**src/rtl/assert_macros.svh**
```systemverilog
// ----------------------------------------------------------------------------
// assert_macros
// Assertion helpers for the resampler RTL.
// ----------------------------------------------------------------------------
`ifndef ASSERT_MACROS_SVH
`define ASSERT_MACROS_SVH

// Concurrent assertion on an explicit clock and active-low reset.
`define PFR_ASSERT_CLK(name, clk, rst_n, prop, msg) \
  name: assert property (@(posedge clk) disable iff (!rst_n) prop) \
    else $error(msg);

// Concurrent assertion on the block clock and reset.
`define PFR_ASSERT(name, prop, msg) `PFR_ASSERT_CLK(name, clk_i, rst_ni, prop, msg)

`endif

```
**src/rtl/pfr_pkg.sv**
```systemverilog
// ----------------------------------------------------------------------------
// pfr_pkg
// Shared constants, codes and control types of the polyphase resampler.
// ----------------------------------------------------------------------------
`default_nettype none

package pfr_pkg;

  localparam int unsigned DEF_MAX_TAPS     = 1024;
  localparam int unsigned DEF_MAX_UP       = 64;
  localparam int unsigned DEF_SAMPLE_WIDTH = 16;

  localparam int unsigned UP_W       = 7;
  localparam int unsigned DOWN_W     = 9;
  localparam int unsigned TAPS_W     = 11;
  localparam int unsigned CFG_W      = 11;
  localparam int unsigned CFG_IDX_W  = 2;
  localparam int unsigned COEF_IDX_W = 10;
  localparam int unsigned MAX_DOWN   = 256;
  localparam int unsigned OFFS_W     = 8;

  localparam logic KIND_SAMPLE = 1'b0;
  localparam logic KIND_COEF   = 1'b1;

  typedef enum logic [CFG_IDX_W-1:0] {
    CFG_UP   = 2'd0,
    CFG_DOWN = 2'd1,
    CFG_TAPS = 2'd2
  } pfr_cfg_e;

  typedef enum logic [1:0] {
    OP_NONE   = 2'd0,
    OP_CLEAR  = 2'd1,
    OP_TERM   = 2'd2,
    OP_FINISH = 2'd3
  } pfr_op_e;

  // Request from the sequencer to the MAC datapath.
  typedef struct packed {
    pfr_op_e op;
    logic    zero;   // history slot not yet filled, term counts as zero
    logic    last;   // final result of the current sample
  } pfr_ctl_t;

endpackage

`default_nettype wire

```
**src/rtl/pfr_seq.sv**
```systemverilog
// ----------------------------------------------------------------------------
// pfr_seq
// Sequencer: walks the upsampled positions of one sample and issues the
// product terms of each kept position to the shared MAC.
// ----------------------------------------------------------------------------
`default_nettype none

module pfr_seq import pfr_pkg::*; #(
  parameter int unsigned MAX_TAPS = DEF_MAX_TAPS,
  parameter int unsigned MAX_UP   = DEF_MAX_UP,
  localparam int unsigned AW      = $clog2(MAX_TAPS),
  localparam int unsigned UW      = $clog2(MAX_UP + 1),
  localparam int unsigned TW      = $clog2(MAX_TAPS + 1)
) (
  input  logic                  clk_i,
  input  logic                  rst_ni,
  input  logic                  in_valid_i,
  output logic                  in_ready_o,
  input  logic                  kind_i,
  input  logic [COEF_IDX_W-1:0] coef_index_i,
  input  logic [UW-1:0]         u_i,
  input  logic [DOWN_W-1:0]     d_i,
  input  logic [TW-1:0]         t_i,
  input  logic                  res_loaded_i,
  output logic                  tap_we_o,
  output logic [AW-1:0]         tap_waddr_o,
  output logic                  hist_we_o,
  output logic [AW-1:0]         hist_waddr_o,
  output logic [AW-1:0]         tap_raddr_o,
  output logic [AW-1:0]         hist_raddr_o,
  output pfr_ctl_t              ctl_o
);

  localparam int unsigned KW    = $clog2(MAX_TAPS + MAX_UP + 1);
  localparam int unsigned SUM_W = ((UW > DOWN_W) ? UW : DOWN_W) + 1;

  typedef enum logic [2:0] {
    S_IDLE,
    S_POS,
    S_CLR,
    S_TERM,
    S_WAIT
  } state_e;

  state_e          state_q;
  logic [AW-1:0]   ptr_q;
  logic [AW-1:0]   newest_q;
  logic [AW:0]     fill_q;
  logic [OFFS_W-1:0] off_q;
  logic [UW-1:0]   r_q;
  logic [KW-1:0]   k_q;
  logic [AW:0]     j_q;
  logic            last_q;

  logic              accept;
  logic [OFFS_W:0]   off_inc;
  logic [OFFS_W-1:0] off_next;
  logic [UW:0]       r_inc;
  logic              r_end;
  logic              last_calc;
  logic              term_live;
  logic [AW-1:0]     j_lo;
  logic [AW:0]       slot_w;
  logic [AW-1:0]     ptr_next;
  logic [31:0]       cidx;

  assign in_ready_o = (state_q == S_IDLE);
  assign accept     = in_valid_i && in_ready_o;

  // The offset falls back to zero once it reaches the decimation factor.
  assign off_inc  = {1'b0, off_q} + 1'b1;
  assign off_next = (off_inc >= d_i) ? '0 : off_inc[OFFS_W-1:0];

  assign r_inc = {1'b0, r_q} + 1'b1;
  assign r_end = (r_inc >= {1'b0, u_i});

  // After a kept position the next one lies d positions further on.
  assign last_calc = (SUM_W'(r_q) + SUM_W'(d_i)) >= SUM_W'(u_i);

  assign term_live = (k_q < KW'(t_i));
  assign j_lo      = j_q[AW-1:0];
  assign slot_w    = (newest_q >= j_lo) ? ({1'b0, newest_q} - {1'b0, j_lo})
                   : ({1'b0, newest_q} + (AW+1)'(MAX_TAPS) - {1'b0, j_lo});
  assign ptr_next  = (ptr_q == AW'(MAX_TAPS - 1)) ? '0 : ptr_q + 1'b1;

  assign cidx         = 32'(coef_index_i);
  assign tap_we_o     = accept && (kind_i == KIND_COEF) && (cidx < MAX_TAPS);
  assign tap_waddr_o  = cidx[AW-1:0];
  assign hist_we_o    = accept && (kind_i == KIND_SAMPLE);
  assign hist_waddr_o = ptr_q;
  assign tap_raddr_o  = k_q[AW-1:0];
  assign hist_raddr_o = slot_w[AW-1:0];

  always_comb begin
    ctl_o.op   = OP_NONE;
    ctl_o.zero = (j_q >= fill_q);
    ctl_o.last = last_q;
    case (state_q)
      S_CLR:   ctl_o.op = OP_CLEAR;
      S_TERM:  ctl_o.op = term_live ? OP_TERM : OP_FINISH;
      default: ctl_o.op = OP_NONE;
    endcase
  end

  always_ff @(posedge clk_i or negedge rst_ni) begin
    if (!rst_ni) begin
      state_q  <= S_IDLE;
      ptr_q    <= '0;
      newest_q <= '0;
      fill_q   <= '0;
      off_q    <= '0;
      r_q      <= '0;
      k_q      <= '0;
      j_q      <= '0;
      last_q   <= 1'b0;
    end else begin
      case (state_q)
        S_IDLE: begin
          if (accept && (kind_i == KIND_SAMPLE)) begin
            newest_q <= ptr_q;
            ptr_q    <= ptr_next;
            if (fill_q != (AW+1)'(MAX_TAPS)) begin
              fill_q <= fill_q + 1'b1;
            end
            r_q     <= '0;
            state_q <= S_POS;
          end
        end
        S_POS: begin
          if (off_q == '0) begin
            last_q  <= last_calc;
            k_q     <= KW'(r_q);
            j_q     <= '0;
            state_q <= S_CLR;
          end else begin
            off_q <= off_next;
            r_q   <= r_inc[UW-1:0];
            if (r_end) begin
              state_q <= S_IDLE;
            end
          end
        end
        S_CLR: begin
          state_q <= S_TERM;
        end
        S_TERM: begin
          if (term_live) begin
            k_q <= k_q + KW'(u_i);
            j_q <= j_q + 1'b1;
          end else begin
            state_q <= S_WAIT;
          end
        end
        S_WAIT: begin
          if (res_loaded_i) begin
            off_q   <= off_next;
            r_q     <= r_inc[UW-1:0];
            state_q <= r_end ? S_IDLE : S_POS;
          end
        end
        default: state_q <= S_IDLE;
      endcase
    end
  end

endmodule

`default_nettype wire

```
**config.mk**
```make
export PLATFORM = sky130hd
export DESIGN_NAME = pfr_seq
export DESIGN_NICKNAME = d
export VERILOG_FILES = /design/src/rtl/assert_macros.svh /design/src/rtl/pfr_pkg.sv /design/src/rtl/pfr_seq.sv
export SDC_FILE = /design/constraint.sdc
export NUM_CORES = 1
export LEC_CHECK = 0
export BUFFER_PORTS_ARGS = -buffer_cell sky130_fd_sc_hd__buf_2
export CAP_MARGIN = 20
export CORE_ASPECT_RATIO = 1.1
export CORE_MARGIN = 2
export CORE_UTILIZATION = 58
export CTS_CLUSTER_DIAMETER = 100
export DETAILED_ROUTE_END_ITERATION = 16
export GPL_ROUTABILITY_DRIVEN = 1
export GPL_TIMING_DRIVEN = 0
export PLACE_DENSITY = 0.89
export SLEW_MARGIN = 20
export SYNTH_ARGS = -nofsm -noshare
export SYNTH_HDL_FRONTEND = slang
export SYNTH_SLANG_ARGS = --single-unit
```
**constraint.sdc**
```tcl
create_clock -name clk_i -period 3.8 [get_ports clk_i]
set_input_delay 0.19 -clock clk_i [delete_from_list [all_inputs] [get_ports clk_i]]
set_output_delay 0.19 -clock clk_i [all_outputs]
set_load 0.005 [all_outputs]
```
### Yosys cells after proc, flatten, opt, wreduce, memory -nomap -nowiden

Index checks and enable logic that the tools add are counted.

| storage, ports and cells | value |
|---|---|
| register bits | 72 |
| latch bits | 0 |
| RAM bits | 0 |
| ROM bits | 0 |
| input bits | 42 |
| output and inout bits | 47 |
| word-level logic and storage cells | 81 |
| memories | 0 |

| operators by class | value |
|---|---|
| add/sub/neg operators | 10 |
| $mul | 0 |
| divide/modulo/power cells | 0 |
| order comparisons | 7 |
| equal/unequal tests | 13 |
| shifts and indexed selects | 0 |
| multiplexer cells | 25 |
| bitwise gates (word level) | 1 |
| reduce and logical (&&, ||, !) cells | 16 |

Operators with widths:

| operator | count |
|---|---|
| $mux 11 | 4 |
| $pmux 11 s2 | 2 |
| $mux 8 | 3 |
| $add 11x1->11 const B | 2 |
| $mux 7 | 3 |
| $pmux 7 s3 | 1 |
| $add 10x1->10 const B | 2 |
| $mux 10 | 2 |
| $sub 10x10->10 | 2 |
| $pmux 8 s2 | 1 |
| $mux 3 | 5 |
| $pmux 3 s5 | 1 |
| $add 11x7->11 | 1 |
| $ge 11x11->1 | 1 |
| $lt 10x11->1 const B | 1 |
| $lt 11x11->1 | 1 |
| $ne 11x11->1 const B | 1 |
| $add 7x9->10 | 1 |
| $eq 10x10->1 const B | 1 |
| $ge 10x10->1 | 1 |
| $ge 10x7->1 | 1 |
| $ne 2x2->1 const B | 5 |
| $add 8x1->9 const B | 1 |
| $ge 9x9->1 | 1 |
| 18 further kinds | 28 |

### Depth between registers and ports, before layout

Gate-level depths: netlist of run 1.

| logic depth | value |
|---|---|
| depth in word-level cells | 5 |
| mapped depth | 12 |
| gate-level depth less buffers | 11 |

### Worst setup path before layout of run 1

OpenSTA, ideal clock, no wires.

| timing | value |
|---|---|
| kind | reg2reg |
| from | reg r_q[0] |
| to | reg last_q |
| setup time | 0.142 ns |
| data arrival time | 2.683 ns |
| required time | 3.658 ns |
| slack | 0.976 ns |
| cell stages (with the launch flop) | 12 |
| buffers on the path | 0 |
| clock period less this slack | 2.824 ns |
| cell sequence | dfrtp_1 -> ha_1 -> fa_1 -> a21o_1 -> a21oi_1 -> xnor2_1 -> ha_1 -> a21o_1 -> a21oi_1 -> o21ai_0 -> a2111oi_0 -> a31oi_1 |

| between the ends | value |
|---|---|
| longest elaborated chain between the ends | 2 |

RTL lines:

| item | RTL line | RTL |
|---|---|---|
| from (decl) | pfr_seq.sv:50 | `logic [UW-1:0] r_q;` |
| from (signal assigned) | pfr_seq.sv:137 | `r_q <= r_inc[UW-1:0];` |
| from (signal assigned) | pfr_seq.sv:157 | `r_q <= r_inc[UW-1:0];` |
| $add 7x9->10 | pfr_seq.sv:78 | `assign last_calc = (SUM_W'(r_q) + SUM_W'(d_i)) >= SUM_W'(u_i);` |
| $ge 10x7->1 | pfr_seq.sv:78 |  |
| to (signal assigned) | pfr_seq.sv:131 | `last_q <= last_calc;` |
| to (decl) | pfr_seq.sv:53 | `logic last_q;` |

Every way passes these cells.
A chain may end at the register's enable or synchronous reset.

### Worst setup path in the final report of run 1

Ends and elaborated chain as after synthesis.

==> results.rst, run 1 <==
.. list-table::
   :header-rows: 1

   * - Metric
     - Value
   * - Origin of the worst min-delay path
     - d_i[8]
   * - Tmin final
     - 3.189 ns
   * - Clock-pin slew reported for the worst setup and hold paths after clock tree synthesis
     - 0.09 ns
   * - Delay of the slowest cell on the worst path
     - 0.46 ns
   * - Antenna cell count
     - 0
   * - Ratio of routed vias to standard cells
     - 5.883
   * - Synthesis Warnings
     - 0
   * - Non-filler instance count after layout
     - 869
   * - Via count
     - 5,112
   * - Crit. End Element
     - flop
   * - Worst relative slew slack
     - 39.75%
   * - Final Hold Slack
     - 0.2092 ns
   * - Transition time of the tightest slew-check pin
     - 0.8809 ns
   * - Total Die Area
     - 10,600 sq um
   * - Total global routing overflow
     - 0
   * - Share of layout cells above drive strength 1
     - 17.55%
   * - Destination of the worst hold path
     - last_q
   * - Leakage component of the power
     - 3.321 nW
   * - Endpoint arrival time on the critical path
     - 3.39 ns
   * - Launching instance or port of the critical path
     - r_q[0]
   * - Startpoint of the most critical register-to-register path
     - r_q[0]
   * - Portion of total power attributed to sequential cells
     - 27.6%
   * - Average detailed-routed wire length per instance
     - 15.17 microns
   * - Internal power of the cells
     - 2.444 mW
   * - Share of Yosys cell area claimed by the top area cell type
     - 31.71%
   * - Startpoint Class
     - flop
   * - Largest clock skew in the final design
     - 0.01387 ns
   * - I/O Pins
     - 89
   * - Worst slack at placement
     - 0.6931 ns
   * - Flops & latches, synth
     - 72
   * - TritonCTS clock tree
     - built
   * - Sum of routed wire length over all layers
     - 13,190 microns
   * - Largest fanout on the critical path
     - 7
   * - Ordered cell list for the critical path
     - ha_1 -> fa_1 -> a21o_1 -> a21oi_1 -> xnor2_1 -> ha_1 -> a21o_1 -> a21oi_1 -> o21ai_0 -> a2111oi_0 -> a31oi_1
   * - Post-synthesis cell type with the largest combined area
     - dfrtp_1
   * - Number of I/O port buffers
     - 78
   * - Placed cell count
     - 852
   * - Post-route DRC
     - 0
   * - Critical path buffers and inverters
     - 0
   * - Later-pin clock latency in the skew report
     - 0.35 ns
   * - Number of nets with antenna violations after routing
     - 0
   * - Starting Density
     - 60.16%
   * - Sw Pwr
     - 1.973 mW
   * - Hold Violations, Final
     - 0
   * - Type of the tightest min-delay check
     - in2reg
   * - Pin count of the biggest net entering global routing
     - 50
   * - Number of iterations in the first detailed-routing pass
     - 5
   * - Register-to-register path setup slack
     - 0.61 ns
   * - Wire length of the first global-routing pass
     - 22,180 microns
   * - Root Buffer
     - clkbuf_8
   * - Die width
     - 98.37 microns
   * - Overall track demand over capacity in global routing
     - 25.45%
   * - Number of max-cap violations
     - 0
   * - Leading cell type in the layout, fill and taps excluded
     - buf_2
   * - Proportion of synthesized chip area in sequential cells
     - 31.71%
   * - Number of distinct library cells after synthesis
     - 62
   * - Sum Neg Setup Slack
     - 0 ns
   * - Final worst-path setup slack
     - 0.6109 ns
   * - Switching fraction of total power
     - 44.67%
   * - Endpoint required time on the critical path
     - 4.00 ns
   * - Final cycle utilization of the critical path
     - 83.92%
   * - Antenna violations before repair
     - 0
   * - Final-report max-slew violation count
     - 0
   * - Worst Setup Path Type
     - reg2reg
   * - Capture instance of the worst register-to-register path
     - last_q
   * - Detailed-placement wirelength estimate
     - 10,250 microns
   * - TritonCTS buffer count
     - 9
   * - Number of placement rows
     - 37
   * - Max clock buf depth
     - 2
   * - Power density of the placed cells
     - 681.5 nW/um^2
   * - Cell count after synthesis
     - 656
   * - Leading cell types in the layout, fill and taps excluded
     - 78 x buf_2, 74 x ha_1, 72 x dfrtp_1, 69 x nand2_1, 63 x inv_1
   * - Synthesized cell area
     - 5682 sq um
   * - Postcts setup bufs
     - 0
   * - Timing-limited maximum frequency
     - 0.3136 GHz
   * - Total nets after synthesis
     - 775
   * - Vertical extent of the die
     - 107.8 microns
   * - Async SR Flop Fraction
     - 100.0%
   * - Synth Area per Inst
     - 8.661 sq um
   * - Setup repair after global routing missed its margin
     - no
   * - Clock power frac
     - 15.5%
   * - Final Setup Violations
     - 0
   * - Area of all placed cells without fillers
     - 6480 sq um
   * - Result of the run
     - finished clean
   * - Share of power burned in combinational logic
     - 56.9%
   * - Placeable Area
     - 9444 sq um
   * - Starting DRT DRC Count
     - 205
   * - Maximum resistive drop on vdd
     - 0.4508 mV
   * - Final Net Count
     - 866
   * - Count of flip-flops with a built-in enable after synthesis
     - 0
   * - Number of clock sinks seen by CTS
     - 72
   * - Area overhead of the layout relative to synthesis
     - 14.05%
   * - R2R cell count
     - 11
   * - Post-detailed-placement cell area
     - 6248 sq um
   * - Max H-tree Level
     - 3
   * - Top delay family on crit path
     - compound AO/OA/AOI/OAI gates
   * - Routability cong.
     - 0.8863
   * - Highest-delay cell along the critical path
     - dfrtp_1
   * - Cells on Worst Hold Path
     - 3
   * - Top cells by area, synth
     - dfrtp_1 32%, ha_1 16%, xnor2_1 5.1%
   * - Vias in the first global route
     - 5,127
   * - Top_reg_cell synth
     - dfrtp_1
area by class of cell:
| class | count | area [sq um] |
|---|---|---|
| multi-input cells | 488 | 3432 |
| fillers | 777 | 2964 |
| flip-flops and latches | 72 | 1802 |
| repair buffers | 80 | 430.4 |
| inverters | 63 | 236.5 |
| plain buffers | 33 | 211.5 |
| well taps | 117 | 146.4 |
| clock buffers | 10 | 127.6 |
| clock inverters | 6 | 93.84 |
repair_timing:
item / 4_1_cts / 5_1_grt
hold buffers: 1 / 0
hold endpoints to repair: 23 / 0
gates resized for setup: 0 / 0
endpoints found under the setup margin: 0 / 0
registers in the layout, indices dropped and copies added, names as in the netlist:
name	cells
fill_q	11
hist_waddr_o	10
j_q	11
k_q	11
last_q	1
newest_q	10
off_q	8
r_q	7
state_q	3
worst reg2reg max path: cells and delay by family, from the launching register on:
kind | cells | cell delay, ns
xor+xnor | 1 | 0.17
compound gates | 7 | 1.47
flops | 1 | 0.46
fa+ha+maj | 3 | 0.95
worst max-delay path by stage:
stage / slack, ns / to / cells past startpoint
after floorplan: 0.98 / last_q / 11
after global placement: 0.74 / last_q / 11
after detailed placement: 0.69 / last_q / 11
after CTS: 0.63 / last_q / 11
after global routing: 0.39 / last_q / 11
final: 0.61 / last_q / 11
cell usage after synthesis (all sizes together), types with 4 or more instances:
cell,number
clkbuf,8
or2,4
nand4,7
xnor2,33
nor2,48
nand3,22
nor3,18
dfrtp,72
a2111oi,4
mux2i,5
buf,25
o31ai,6
a211oi,5
ha,74
a21o,11
nand2b,9
a22o,5
xor2,11
o21ai,49
inv,63
and3,4
nand2,69
o21a,6
o2111ai,5
nor2b,9
a31oi,4
a21oi,31
nor4,6
or3,6
and2,4
power by group through the flow:
stage | logic [mW] | registers [mW] | clock network (mW)
5_1_grt | 2.81 | 1.25 | 0.726
3_5_place_dp | 2.48 | 1.23 | 0
4_1_cts | 2.51 | 1.21 | 0.691
3_3_place_gp | 2.34 | 1.21 | 0
2_1_floorplan | 1.75 | 1.16 | 0
6_report | 2.51 | 1.22 | 0.686
through the flow:
| stage | utilization [%] | total power [mW] |
|---|---|---|
| 5_1_grt | 68.61 | 4.790 |
| 6_report | 68.61 | 4.416 |
| 3_5_place_dp | 66.16 | 3.707 |
| 3_3_place_gp | 65.85 | 3.552 |
| 4_1_cts | 68.61 | 4.413 |
| 2_1_floorplan | - | 2.914 |
cell families after synthesis:
logic type | Yosys count | share of synthesized area [%]
xor+xnor | 44 | 6.783
flops | 72 | 31.71
mux | 7 | 1.277
buf+inv | 96 | 7.884
simple gates | 212 | 18.17
fa+ha+maj | 77 | 17.35
compound gates | 148 | 16.82
metal layers:
metal | global-route usage, % | vias up | wire length [microns]
met3 | 4.805 | 29 | 657
met4 | 9.295 | 0 | 281
li1 | - | 2454 | -
met5 | 0 | - | 0
met2 | 47.23 | 154 | 6866
met1 | 28.93 | 2475 | 5382
Power figures use the tool's default switching activity.
==> run 2, diff against run 1 <==
clock period = 3.3 ns   (was 3.8 ns; I/O delays follow)
==> run 2 against run 1 <==
Compared with the run above:
- total power up 15%
- final area about the same
- worst setup slack worse by 0.40 ns
- hold slack worse by 0.030 ns
- die area unchanged
- first-iteration DRC count up 4.9%
- flip-flop and latch count unchanged
- sequential share of layout area about the same
- routed wire length up 0.14%
- clock skew up 0.0011 ns
- combinational power up 16%
- critical path type unchanged
- largest cell class unchanged
==> results.rst, run 2 (synthesis results as in run 1) <==
.. list-table::
   :header-rows: 1

   * - Metric
     - Value
   * - I/O Pins
     - 89
   * - Largest registers
     - fill_q x11, j_q x11, k_q x11
   * - Maximum resistive drop on vdd
     - 0.5228 mV
   * - Register-to-register path setup slack
     - 0.21 ns
   * - Routability cong.
     - 0.8863
   * - Number of iterations in the first detailed-routing pass
     - 6
   * - Via count
     - 5,093
   * - Leading cell types in the layout, fill and taps excluded
     - 78 x buf_2, 74 x ha_1, 72 x dfrtp_1, 69 x nand2_1, 63 x inv_1
   * - Antenna violations before repair
     - 0
   * - Wire length of the first global-routing pass
     - 22,180 microns
   * - Area overhead of the layout relative to synthesis
     - 14.14%
   * - Sum Neg Setup Slack
     - 0 ns
   * - Internal power of the cells
     - 2.816 mW
   * - Sum of routed wire length over all layers
     - 13,210 microns
   * - Placeable Area
     - 9444 sq um
   * - Number of max-cap violations
     - 0
   * - Starting DRT DRC Count
     - 215
   * - Number of clock sinks seen by CTS
     - 72
   * - Cells on Worst Hold Path
     - 3
   * - Result of the run
     - finished clean
   * - Endpoint arrival time on the critical path
     - 3.29 ns
   * - Share of power burned in combinational logic
     - 56.9%
   * - Portion of total power attributed to sequential cells
     - 27.5%
   * - Timing-limited maximum frequency
     - 0.3233 GHz
   * - Leakage component of the power
     - 3.322 nW
   * - TritonCTS clock tree
     - built
   * - Largest clock skew in the final design
     - 0.01493 ns
   * - Global route hottest layer
     - met2
   * - Pin count of the biggest net entering global routing
     - 50
   * - Area of all placed cells without fillers
     - 6485 sq um
   * - Tmin final
     - 3.093 ns
   * - Endpoint required time on the critical path
     - 3.50 ns
   * - Startpoint of the most critical register-to-register path
     - r_q[0]
   * - Worst relative slew slack
     - 39.46%
   * - Antenna cell count
     - 0
   * - Hold Violations, Final
     - 0
   * - Type of the tightest min-delay check
     - in2reg
   * - Total global routing overflow
     - 0
   * - Max clock buf depth
     - 2
   * - Root Buffer
     - clkbuf_8
   * - Register Area
     - 1802 sq um
   * - Clock-pin slew reported for the worst setup and hold paths after clock tree synthesis
     - 0.09 ns
   * - Later-pin clock latency in the skew report
     - 0.35 ns
   * - Switching fraction of total power
     - 44.70%
   * - R2R cell count
     - 11
   * - Post-route DRC
     - 0
   * - Final-report max-slew violation count
     - 0
   * - Total Die Area
     - 10,600 sq um
   * - Sw Pwr
     - 2.276 mW
   * - Vias in the first global route
     - 5,127
   * - Ratio of routed vias to standard cells
     - 5.861
   * - Power density of the placed cells
     - 785.2 nW/um^2
   * - Launching instance or port of the critical path
     - r_q[0]
   * - Vertical extent of the die
     - 107.8 microns
   * - Destination of the worst hold path
     - last_q
   * - Leading cell type in the layout, fill and taps excluded
     - buf_2
   * - Final cycle utilization of the critical path
     - 93.73%
   * - Detailed-placement wirelength estimate
     - 10,250 microns
   * - Startpoint Class
     - flop
   * - Transition time of the tightest slew-check pin
     - 0.8853 ns
   * - Number of nets with antenna violations after routing
     - 0
   * - Final Net Count
     - 866
   * - Origin of the worst min-delay path
     - d_i[8]
   * - Met1 Track Usage GR
     - 28.93%
   * - Largest fanout on the critical path
     - 7
   * - Clock power frac
     - 15.6%
   * - Filler cell count in the final layout
     - 779
   * - Total area of multi-input combinational cells
     - 3437 sq um
   * - Die width
     - 98.37 microns
   * - Number of I/O port buffers
     - 78
   * - Post-detailed-placement cell area
     - 6248 sq um
   * - Share of layout cells above drive strength 1
     - 17.69%
   * - Setup repair after global routing missed its margin
     - no
   * - Starting Density
     - 60.16%
   * - Max H-tree Level
     - 3
   * - TritonCTS buffer count
     - 9
   * - Design Power
     - 5.092 mW
   * - Final Setup Violations
     - 0
   * - Capture instance of the worst register-to-register path
     - last_q
   * - Average detailed-routed wire length per instance
     - 15.20 microns
   * - Number of placement rows
     - 37
   * - Crit. End Element
     - flop
   * - Global routing met2 resource utilization
     - 47.23%
   * - Overall track demand over capacity in global routing
     - 25.45%
   * - Global routing met3 resource utilization
     - 4.805%
   * - Worst Setup Path Type
     - reg2reg
## run 2: cell count changes in the layout (fill, tap and decap cells not counted)
cell       previous run  this run
a2111oi_1             0         1
a21oi_1              31        30
a2111oi_0             4         3
a21oi_2               0         1
## run 2: per-stage QoR
stage	setup slack, ns	std cells	util [%]	hold WS [ns]
3_3_place_gp	0.2409	851	65.85	0.4832
2_1_floorplan	0.4757	656	-	-0.1306
6_report	0.2069	869	68.67	0.1795
4_1_cts	0.1292	869	68.61	0.1829
5_1_grt	0.02019	869	68.67	0.1819
3_5_place_dp	0.1931	852	66.16	0.1052
## run 2: cell type report
class                   instances  area share, %
plain buffers                  33          3.261
well taps                     117          2.257
clock buffers                  10          1.968
flip-flops and latches         72          27.78
inverters                      63          3.647
repair buffers                 80          6.637
clock inverters                 6          1.447
multi-input cells             488          53.00
## run 2: worst max-delay path by stage
stage                   to  slack (ns)
finish              last_q        0.21
global route        last_q        0.02
CTS                 last_q        0.13
detailed placement  last_q        0.19
global placement    last_q        0.24
floorplan           last_q        0.48
## run 2: critical path, cell delays in order, from the launching register on
cell and delay, ns:
dfrtp_1 0.46, ha_1 0.26, fa_1 0.42, a21o_1 0.21, a21oi_2 0.20, xnor2_1 0.15
ha_1 0.27, a21o_1 0.18, a21oi_1 0.12, o21ai_0 0.13, a2111oi_1 0.41, a31oi_1 0.13
## run 2: power by group through the flow
| stage | clock network [mW] | registers [mW] | logic, mW |
|---|---|---|---|
| 3_5_place_dp | 0 | 1.42 | 2.85 |
| 2_1_floorplan | 0 | 1.34 | 2.02 |
| 4_1_cts | 0.795 | 1.40 | 2.89 |
| 6_report | 0.792 | 1.40 | 2.90 |
| 3_3_place_gp | 0 | 1.40 | 2.69 |
| 5_1_grt | 0.836 | 1.44 | 3.25 |
## run 2: repair_timing
item                                   CTS  global route
gates resized for setup                  0             2
setup endpoints to repair                0             1
buffers inserted                         0             0
endpoints found under the hold margin   23             0
hold buffers                             1             0
## run 2: routing by layer
| metal | routed length, microns | vias to the layer above |
|---|---|---|
| met5 | 0 | - |
| met2 | 6827 | 159 |
| met1 | 5384 | 2452 |
| met3 | 719 | 29 |
| li1 | - | 2453 |
| met4 | 274 | 0 |
